`src/hw/rtl/jscs_pkg.sv`:
```
// Shared types, constants and register indexes for the joystick servo command shaper.
package jscs_pkg;

    // Fixed-point and command widths
    localparam int AXIS_FRAC_BITS = 14;
    localparam int CMD_BITS       = 12;
    localparam int AXIS_W         = 16;
    localparam int BTN_W          = 8;

    // (axis + 2.0) needs two bits above the 16-bit axis
    localparam int SUM_W  = AXIS_W + 2;
    // signed span full_max - full_min
    localparam int SPAN_W = CMD_BITS + 1;
    localparam int PROD_W = SUM_W + SPAN_W;
    // divide by 4.0 in Q(AXIS_FRAC_BITS)
    localparam int SCALE_SHIFT = AXIS_FRAC_BITS + 2;
    // signed width for the slew arithmetic
    localparam int SLEW_W = CMD_BITS + 2;

    localparam logic signed [SUM_W-1:0] AXIS_ONE = SUM_W'(1) <<< AXIS_FRAC_BITS;
    localparam logic [CMD_BITS-1:0] CMD_MASK = {CMD_BITS{1'b1}};
    localparam logic signed [PROD_W-1:0] SAT_HI = PROD_W'({1'b0, CMD_MASK});

    // Configuration register reset values
    localparam logic [CMD_BITS-1:0] FULL_MAX_RST  = CMD_BITS'(2000);
    localparam logic [CMD_BITS-1:0] FULL_MIN_RST  = CMD_BITS'(1000);
    localparam logic                SLOW_EN_RST   = 1'b1;
    localparam logic [CMD_BITS-1:0] SLOW_MAX_RST  = CMD_BITS'(1550);
    localparam logic [CMD_BITS-1:0] SLOW_MIN_RST  = CMD_BITS'(1450);
    localparam logic [CMD_BITS-1:0] MAX_STEP_RST  = CMD_BITS'(4);
    localparam logic [CMD_BITS:0]   NEUTRAL_SUM_RST =
        {1'b0, FULL_MAX_RST} + {1'b0, FULL_MIN_RST};
    localparam logic [CMD_BITS-1:0] NEUTRAL_RST = NEUTRAL_SUM_RST[CMD_BITS:1];

    // Configuration register indexes
    localparam int CFG_IDX_W = 3;
    localparam logic [CFG_IDX_W-1:0] REG_FULL_MAX = 3'd0;
    localparam logic [CFG_IDX_W-1:0] REG_FULL_MIN = 3'd1;
    localparam logic [CFG_IDX_W-1:0] REG_SLOW_EN  = 3'd2;
    localparam logic [CFG_IDX_W-1:0] REG_SLOW_MAX = 3'd3;
    localparam logic [CFG_IDX_W-1:0] REG_SLOW_MIN = 3'd4;
    localparam logic [CFG_IDX_W-1:0] REG_MAX_STEP = 3'd5;

    // Button bit positions
    localparam int BTN_DRIVE_ON  = 0;
    localparam int BTN_DRIVE_OFF = 1;
    localparam int BTN_RACE      = 2;
    localparam int BTN_ODOM      = 3;
    localparam int BTN_OUT_OFF   = 4;
    localparam int BTN_OUT_ON    = 5;
    localparam int BTN_MAP_SAVE  = 7;

    typedef enum logic [1:0] {
        CMD_SAMPLE     = 2'd0,
        CMD_TICK       = 2'd1,
        CMD_SET_ENABLE = 2'd2
    } command_t;

    typedef struct packed {
        logic [CMD_BITS-1:0] full_max;
        logic [CMD_BITS-1:0] full_min;
    } range_cfg_t;

endpackage

```
`src/hw/rtl/joystick_servo_command_shaper_top.sv`:
```
// Top level of the joystick servo command shaper.
//
// Usage:
//   Input channel (in_valid / in_stall) carries one transaction per command:
//   a gamepad sample, a tick, or a direct output-enable write. Every input
//   transaction yields exactly one result transaction on the output channel
//   (out_valid / out_stall) with the current drive and steering commands,
//   the publish flag and the button request pulses.
//   Path: two stages, an input register and then a result register, with
//   the compute stage between them.
//   Throughput: one transaction per cycle while the output is not stalled;
//   the single compute stage holds two scaling multipliers in parallel
//   between the input and result registers.
//   Stall: when the result register is full and stalled, the input register
//   holds its transaction and in_stall rises; nothing is dropped.
//   Reset: configuration returns to reset values, commands to neutral (1500),
//   edge history and output enable clear. Users must write configuration
//   (cfg_we / cfg_index / cfg_data) only while idle; it is not enforced.
module joystick_servo_command_shaper_top (
    input  logic                                 clk,
    input  logic                                 rst_n,
    // configuration
    input  logic                                 cfg_we,
    input  logic [jscs_pkg::CFG_IDX_W-1:0]       cfg_index,
    input  logic [jscs_pkg::CMD_BITS-1:0]        cfg_data,
    // input channel
    input  logic                                 in_valid,
    output logic                                 in_stall,
    input  logic [1:0]                           command,
    input  logic signed [jscs_pkg::AXIS_W-1:0]   fwd_axis,
    input  logic signed [jscs_pkg::AXIS_W-1:0]   rev_axis,
    input  logic signed [jscs_pkg::AXIS_W-1:0]   steer_axis,
    input  logic [jscs_pkg::BTN_W-1:0]           buttons,
    input  logic                                 enable_value,
    // output channel
    output logic                                 out_valid,
    input  logic                                 out_stall,
    output logic [jscs_pkg::CMD_BITS-1:0]        drive_out,
    output logic [jscs_pkg::CMD_BITS-1:0]        steer_out,
    output logic                                 publish,
    output logic                                 drive_request,
    output logic                                 drive_request_value,
    output logic                                 odom_reset_pulse,
    output logic                                 save_map_pulse,
    output logic                                 race_start_pulse
);
    import jscs_pkg::*;

    // ---------------- configuration registers ----------------
    logic [CMD_BITS-1:0] full_max_reg;
    logic [CMD_BITS-1:0] full_min_reg;
    logic                slow_en_reg;
    logic [CMD_BITS-1:0] slow_max_reg;
    logic [CMD_BITS-1:0] slow_min_reg;
    logic [CMD_BITS-1:0] max_step_reg;

    always_ff @(posedge clk or negedge rst_n)
    begin
        if (!rst_n)
        begin
            full_max_reg <= FULL_MAX_RST;
            full_min_reg <= FULL_MIN_RST;
            slow_en_reg  <= SLOW_EN_RST;
            slow_max_reg <= SLOW_MAX_RST;
            slow_min_reg <= SLOW_MIN_RST;
            max_step_reg <= MAX_STEP_RST;
        end
        else if (cfg_we)
        begin
            case (cfg_index)
                REG_FULL_MAX: full_max_reg <= cfg_data;
                REG_FULL_MIN: full_min_reg <= cfg_data;
                REG_SLOW_EN:  slow_en_reg  <= cfg_data[0];
                REG_SLOW_MAX: slow_max_reg <= cfg_data;
                REG_SLOW_MIN: slow_min_reg <= cfg_data;
                REG_MAX_STEP: max_step_reg <= cfg_data;
                default: ;  // unmapped index: write ignored
            endcase
        end
    end

    // ---------------- input register stage ----------------
    logic                       in_vld_reg;
    logic [1:0]                 cmd_reg;
    logic signed [AXIS_W-1:0]   fwd_reg;
    logic signed [AXIS_W-1:0]   rev_reg;
    logic signed [AXIS_W-1:0]   steer_ax_reg;
    logic [BTN_W-1:0]           btn_reg;
    logic                       en_val_reg;

    logic out_vld_reg;
    logic advance;
    logic in_take;

    // compute stage moves when the result register is empty or being drained
    assign advance  = in_vld_reg && (!out_vld_reg || !out_stall);
    assign in_stall = in_vld_reg && !advance;
    assign in_take  = in_valid && !in_stall;

    always_ff @(posedge clk or negedge rst_n)
    begin
        if (!rst_n)
        begin
            in_vld_reg <= 1'b0;
        end
        else if (in_take)
        begin
            in_vld_reg <= 1'b1;
        end
        else if (advance)
        begin
            in_vld_reg <= 1'b0;
        end
    end

    always_ff @(posedge clk)
    begin
        if (in_take)
        begin
            cmd_reg      <= command;
            fwd_reg      <= fwd_axis;
            rev_reg      <= rev_axis;
            steer_ax_reg <= steer_axis;
            btn_reg      <= buttons;
            en_val_reg   <= enable_value;
        end
    end

    // ---------------- block state ----------------
    logic [CMD_BITS-1:0] drive_value_reg, drive_value_next;
    logic [CMD_BITS-1:0] steer_value_reg, steer_value_next;
    logic [CMD_BITS-1:0] drive_last_reg,  drive_last_next;
    logic [BTN_W-1:0]    btn_last_reg,    btn_last_next;
    logic                seen_reg,        seen_next;
    logic                out_en_reg,      out_en_next;

    always_ff @(posedge clk or negedge rst_n)
    begin
        if (!rst_n)
        begin
            drive_value_reg <= NEUTRAL_RST;
            steer_value_reg <= NEUTRAL_RST;
            drive_last_reg  <= NEUTRAL_RST;
            btn_last_reg    <= '0;
            seen_reg        <= 1'b0;
            out_en_reg      <= 1'b0;
        end
        else if (advance)
        begin
            drive_value_reg <= drive_value_next;
            steer_value_reg <= steer_value_next;
            drive_last_reg  <= drive_last_next;
            btn_last_reg    <= btn_last_next;
            seen_reg        <= seen_next;
            out_en_reg      <= out_en_next;
        end
    end

    // ---------------- sample path: axis scaling ----------------
    range_cfg_t              range_cfg;
    logic                    fwd_released;
    logic signed [SUM_W-1:0] fwd_ext, rev_ext, steer_ext;
    logic signed [SUM_W-1:0] drive_x, steer_x;
    logic [CMD_BITS-1:0]     drive_scaled, steer_scaled;

    assign range_cfg.full_max = full_max_reg;
    assign range_cfg.full_min = full_min_reg;

    assign fwd_ext   = SUM_W'(fwd_reg);
    assign rev_ext   = SUM_W'(rev_reg);
    assign steer_ext = SUM_W'(steer_ax_reg);

    // reverse trigger only counts while forward sits exactly at released
    assign fwd_released = (fwd_ext == AXIS_ONE) && (rev_ext != AXIS_ONE);
    // offsets already include the +2.0 bias of the scaler
    assign drive_x = fwd_released ? (rev_ext + AXIS_ONE)
                                  : ((AXIS_ONE + (AXIS_ONE <<< 1)) - fwd_ext);
    assign steer_x = steer_ext + (AXIS_ONE <<< 1);

    jscs_scale u_scale_drive (
        .x         (drive_x),
        .range_cfg (range_cfg),
        .cmd       (drive_scaled)
    );

    jscs_scale u_scale_steer (
        .x         (steer_x),
        .range_cfg (range_cfg),
        .cmd       (steer_scaled)
    );

    // ---------------- tick path: slow clamp and slew limit ----------------
    logic [CMD_BITS:0]          neutral_sum;
    logic [CMD_BITS-1:0]        neutral;
    logic [CMD_BITS-1:0]        clamped;
    logic signed [SLEW_W-1:0]   clamped_s, last_up, last_dn, slewed;
    logic [CMD_BITS-1:0]        slewed_sat;

    assign neutral_sum = {1'b0, full_max_reg} + {1'b0, full_min_reg};
    assign neutral     = neutral_sum[CMD_BITS:1];

    always_comb
    begin
        if (drive_value_reg > slow_max_reg)
        begin
            clamped = slow_max_reg;
        end
        else if (drive_value_reg < slow_min_reg)
        begin
            clamped = slow_min_reg;
        end
        else
        begin
            clamped = drive_value_reg;
        end
    end

    assign clamped_s = $signed({2'b00, clamped});
    assign last_up   = $signed({2'b00, drive_last_reg}) + $signed({2'b00, max_step_reg});
    assign last_dn   = $signed({2'b00, drive_last_reg}) - $signed({2'b00, max_step_reg});

    always_comb
    begin
        if ((clamped > neutral) && (clamped_s > last_up))
        begin
            slewed = last_up;
        end
        else if ((clamped < neutral) && (clamped_s < last_dn))
        begin
            slewed = last_dn;
        end
        else
        begin
            slewed = clamped_s;
        end
    end

    always_comb
    begin
        if (slewed < 0)
        begin
            slewed_sat = '0;
        end
        else if (slewed > $signed({2'b00, CMD_MASK}))
        begin
            slewed_sat = CMD_MASK;
        end
        else
        begin
            slewed_sat = slewed[CMD_BITS-1:0];
        end
    end

    // ---------------- next state and result ----------------
    logic [BTN_W-1:0] rise;
    logic publish_next, dreq_next, dval_next, odom_next, smap_next, race_next;

    // first sample: history is taken from the sample itself, so no edges
    assign rise = seen_reg ? (btn_reg & ~btn_last_reg) : '0;

    always_comb
    begin
        drive_value_next = drive_value_reg;
        steer_value_next = steer_value_reg;
        drive_last_next  = drive_last_reg;
        btn_last_next    = btn_last_reg;
        seen_next        = seen_reg;
        out_en_next      = out_en_reg;
        publish_next     = 1'b0;
        dreq_next        = 1'b0;
        dval_next        = 1'b0;
        odom_next        = 1'b0;
        smap_next        = 1'b0;
        race_next        = 1'b0;

        case (command_t'(cmd_reg))
            CMD_SAMPLE:
            begin
                drive_value_next = drive_scaled;
                steer_value_next = steer_scaled;
                btn_last_next    = btn_reg;
                seen_next        = 1'b1;
                if (rise[BTN_DRIVE_ON])
                begin
                    dreq_next = 1'b1;
                    dval_next = 1'b1;
                end
                else if (rise[BTN_DRIVE_OFF])
                begin
                    dreq_next = 1'b1;
                end
                if (rise[BTN_OUT_ON])
                begin
                    out_en_next = 1'b1;
                end
                else if (rise[BTN_OUT_OFF])
                begin
                    out_en_next = 1'b0;
                end
                odom_next = rise[BTN_ODOM];
                smap_next = rise[BTN_MAP_SAVE];
                race_next = rise[BTN_RACE];
            end
            CMD_TICK:
            begin
                if (slow_en_reg)
                begin
                    drive_value_next = slewed_sat;
                    drive_last_next  = slewed_sat;
                end
                publish_next = out_en_reg;
            end
            CMD_SET_ENABLE:
            begin
                out_en_next = en_val_reg;
            end
            default: ;  // unused code: state kept, plain report
        endcase
    end

    // ---------------- result register ----------------
    always_ff @(posedge clk or negedge rst_n)
    begin
        if (!rst_n)
        begin
            out_vld_reg <= 1'b0;
        end
        else if (advance)
        begin
            out_vld_reg <= 1'b1;
        end
        else if (!out_stall)
        begin
            out_vld_reg <= 1'b0;
        end
    end

    logic [CMD_BITS-1:0] drive_out_reg, steer_out_reg;
    logic publish_reg, dreq_reg, dval_reg, odom_reg, smap_reg, race_reg;

    always_ff @(posedge clk)
    begin
        if (advance)
        begin
            drive_out_reg <= drive_value_next;
            steer_out_reg <= steer_value_next;
            publish_reg   <= publish_next;
            dreq_reg      <= dreq_next;
            dval_reg      <= dval_next;
            odom_reg      <= odom_next;
            smap_reg      <= smap_next;
            race_reg      <= race_next;
        end
    end

    assign out_valid           = out_vld_reg;
    assign drive_out           = drive_out_reg;
    assign steer_out           = steer_out_reg;
    assign publish             = publish_reg;
    assign drive_request       = dreq_reg;
    assign drive_request_value = dval_reg;
    assign odom_reset_pulse    = odom_reg;
    assign save_map_pulse      = smap_reg;
    assign race_start_pulse    = race_reg;

endmodule

```
`src/hw/rtl/jscs_scale.sv`:
```
// Linear axis-to-command scaler: floor(x * span / 4.0) + full_min, saturated; x already carries the +2.0 bias.
module jscs_scale (
    input  logic signed [jscs_pkg::SUM_W-1:0]  x,
    input  jscs_pkg::range_cfg_t               range_cfg,
    output logic        [jscs_pkg::CMD_BITS-1:0] cmd
);
    import jscs_pkg::*;

    logic signed [SPAN_W-1:0] span;
    logic signed [PROD_W-1:0] prod;
    logic signed [PROD_W-1:0] quot;
    logic signed [PROD_W-1:0] sum;

    assign span = $signed({1'b0, range_cfg.full_max}) - $signed({1'b0, range_cfg.full_min});
    assign prod = PROD_W'(x) * PROD_W'(span);
    // arithmetic shift gives the floor for negative products
    assign quot = prod >>> SCALE_SHIFT;
    assign sum  = quot + $signed(PROD_W'({1'b0, range_cfg.full_min}));

    always_comb
    begin
        if (sum < 0)
        begin
            cmd = '0;
        end
        else if (sum > SAT_HI)
        begin
            cmd = CMD_MASK;
        end
        else
        begin
            cmd = sum[CMD_BITS-1:0];
        end
    end

endmodule
```
`config.mk`:
```
export PLATFORM = sky130hd
export DESIGN_NAME = joystick_servo_command_shaper_top
export DESIGN_NICKNAME = d
export VERILOG_FILES = /design/src/hw/rtl/jscs_pkg.sv /design/src/hw/rtl/joystick_servo_command_shaper_top.sv /design/src/hw/rtl/jscs_scale.sv
export SDC_FILE = /design/constraint.sdc
export NUM_CORES = 1
export LEC_CHECK = 0
export BUFFER_PORTS_ARGS = -buffer_cell sky130_fd_sc_hd__buf_2
export CAP_MARGIN = 40
export CELL_PAD_IN_SITES_DETAIL_PLACEMENT = 0
export CELL_PAD_IN_SITES_GLOBAL_PLACEMENT = 1
export CORE_MARGIN = 4
export CORE_UTILIZATION = 50
export DETAILED_ROUTE_END_ITERATION = 8
export PLACE_DENSITY = 0.86
export SYNTH_ARGS = -nofsm -noshare
export SYNTH_HDL_FRONTEND = slang
export SYNTH_SLANG_ARGS = --single-unit
```
`constraint.sdc`:
```
create_clock -name clk -period 13.49 [get_ports clk]
set_input_delay 0.6745 -clock clk [delete_from_list [all_inputs] [get_ports clk]]
set_output_delay 0.6745 -clock clk [all_outputs]
set_load 0.01 [all_outputs]
```
==> summary.md <==
| Metric | Value |
|---|---|
| Status | completed |
| Final Cycle Share | between 90 and 100% |
| Setup TNS | 0 ps |
| Top-area cell type share of the netlist area | a little over a quarter |
| Die width | about 240 µm |
| Longest Clk Path Bufs | 2 |
| Seq/Total Area, Yosys | around a fifth |
| Largest net degree at the start of global routing | 64 |
| Layout cells sized above 1 | ~11% |
| Register-to-Register Path Depth | 45 |
| Diode count | 0 |
| Starting Density | 50.8% |
| CP endpoint kind | flop |
| Count of distinct cell types in the synthesized netlist | 90 |
| Fin. max-slew vios | 0 |
| Std-Cell Rows | between 80 and 90 |
| CORE AREA | between 50000 and 60000 µm² |
| Fmax achieved | around 80 MHz |
| Synthesized Nets | around 3700 |
| Die Area | approximately 60000 µm² |
| Synth Cell Area | about 28000 µm² |
| First-pass GRT wire length | 118000 µm |
| TritonCTS Buffers | 17 |
| Grt total ovfl | 0 |
| GRT Total Usage | 25.2% |
| Post-synth top flop | edfxtp_1 |
| Async set-reset flop share out of synthesis | between 50% and 60% |
| Crit Path Class | reg2reg |
| Max_cap viols | 0 |
| Setup bufs post-CTS | 0 |
| Hold_ws | between 150 and 200 ps |
| Cells after synthesis | 2910 |
| Crit path max fanout | 19 |
| Startpoint Class | flop |
| First DRT Iteration DRCs | approximately 1400 |
| Tmin final | about 12000 ps |
| Via density | 5.69 |
| Initial antenna violation count | 0 |
| CTS HTree Levels | 4 |
| Post-synth EDFFs | 88 |
| Avg Cell Area, Syn | roughly 9.5 µm² |
| Critical path required time | ~14000 ps |
| # port buffers | roughly 110 |
| Synth area leader | fa_1 |
| Hold buffers post-CTS | 0 |
| DIE HEIGHT | around 240 µm |
| Yosys reg bits | approximately 200 |
| Final WL | a little over 70000 µm |
| Commonest cells in the netlist | 469 x inv_1, 394 x nand2_1, 375 x fa_1 |
| Antenna Nets Post-Route | 0 |
| Max-Slew Margin vs Limit | between 30% and 40% |
| Yosys warnings | 0 |
| Slowest stage delay, CP | about 600 ps |
| CTS root buf | clkbuf_16 |
| Flop2flop setup slack | roughly 1000 ps |
| Hold crit path type | in2async |
| Cell with the most instances after synthesis | inv_1 |
| Worst path arrival time | approximately 13000 ps |
| Reg2Reg Launch Point | full_max_reg[0] |
| I/O pins | approximately 110 |
| Vias in the first global route | approximately 22000 |
| Fin nets | 3729 |
| Clk sinks | roughly 200 |
| Slew @ Worst Pin | just over 900 ps |
| Detailed Place HPWL | between 50000 and 60000 µm |
| Detailed Routing Iterations Pass 1 | 6 |
| Via count | between 20000 and 25000 |
| Final core utilization | a little over half |
| Area growth from synthesis to layout | 7.38% |
| Final Setup Violations | 0 |
| Most area-consuming cells after synthesis | fa_1 27%, ha_1 14%, edfxtp_1 9.6% |
| Clk slew on worst S/H paths | 100 ps |
| CP dominant cell by count | o21ai_0 |
| CTS tree | done |
| Placer's final routability congestion estimate | 0.938 |
| Worst-Skew Late Latency | 510 ps |
| Hold Fails Final Rpt | 0 |
| RR Endpoint | steer_out[0] |
| Routed wire length per instance | around 19 µm |
| Slowest-stage cell, CP | a221oi_2 |
| Post-CTS Resized | 0 |
| Drt drc | 0 |
| Clock skew | approximately 26 ps |
==> critical path: cells and delay by family, from the launching register on <==
| kind | cells | cell delay [ps] |
|---|---|---|
| flops | 1 | 410 |
| xor+xnor | 1 | 170 |
| mux | 1 | 330 |
| fa+ha+maj | 10 | 4060 |
| buf+inv | 4 | 510 |
| simple gates | 7 | 1310 |
| compound gates | 22 | 5390 |
==> cells in the final DEF (no fill, tap or decap), types with 8 or more instances in the layout <==
cell type,instances
nand2_1,394
edfxtp_1,88
buf_4,39
nor3_1,22
ha_1,306
nand3_1,41
o21bai_1,20
xor2_1,19
dfstp_2,46
o31ai_1,27
a21oi_1,110
nand4_1,19
nor2_1,106
mux2i_1,12
and2_1,75
nor2b_1,57
o2111ai_1,8
nand2b_1,41
dfrtp_1,62
buf_2,110
o21a_1,26
fa_1,375
and3_1,29
xnor2_1,66
inv_1,469
mux2_2,51
a21o_1,41
a211oi_1,8
clkbuf_16,18
o211ai_1,17
o21ai_0,106
o21ai_1,10
==> cell type report <==
class                   count  area (µm²)
clock buffers              20         468
clock inverters            12         111
fillers                  4833       24600
inverters                 470        1760
multi-input cells        2130       20000
flip-flops and latches    196        5400
well taps                 696         871
repair buffers            154         943
==> per-layer routing <==
metal / track usage, % / share of wire (%) / up-vias
li1: - / - / 9608
met1: 32.8 / 41 / 10400
met2: 41.3 / 47 / 753
met3: 5.21 / 7.1 / 173
met4: 10.2 / 4.2 / 0
met5: 0 / 0 / -
==> per-stage QoR <==
| step | instance area [µm²] | instances | setup slack, ps |
|---|---|---|---|
| 2_1_floorplan | 27500 | 2910 | 2680 |
| 3_3_place_gp | 28800 | 3635 | 1210 |
| 3_5_place_dp | 28900 | 3646 | 926 |
| 4_1_cts | 29500 | 3678 | 876 |
| 5_1_grt | 29500 | 3678 | -7.07 |
| 6_report | 29500 | 3678 | 1030 |
==> worst max-delay path by stage <==
stage                          from           end  slack (ps)
floorplan           full_max_reg[0]  steer_out[9]        2680
global placement    full_min_reg[1]  steer_out[0]        1210
detailed placement  full_min_reg[1]  steer_out[0]         930
CTS                 full_max_reg[0]  steer_out[1]         880
global route        full_min_reg[1]  steer_out[1]          -7
finish              full_max_reg[0]  steer_out[0]        1030
==> kinds of logic (layout without fill, tap and decap cells) <==
logic type                 after synthesis  after routing  synth area share [%]
buffers and inverters                  584            656                  8.02
DFF                                    196            196                  19.6
xor gates and xnor gates                90             90                  2.87
muxes                                   64             64                  2.58
adders and majority gates              681            681                  41.2
and+or+nand+nor                        831            831                  14.3
AOI/OAI and AO/OA                      464            464                  11.3
Power is not shown: default switching activity piles up to over one toggle a cycle in this logic, so the estimate is an artifact.
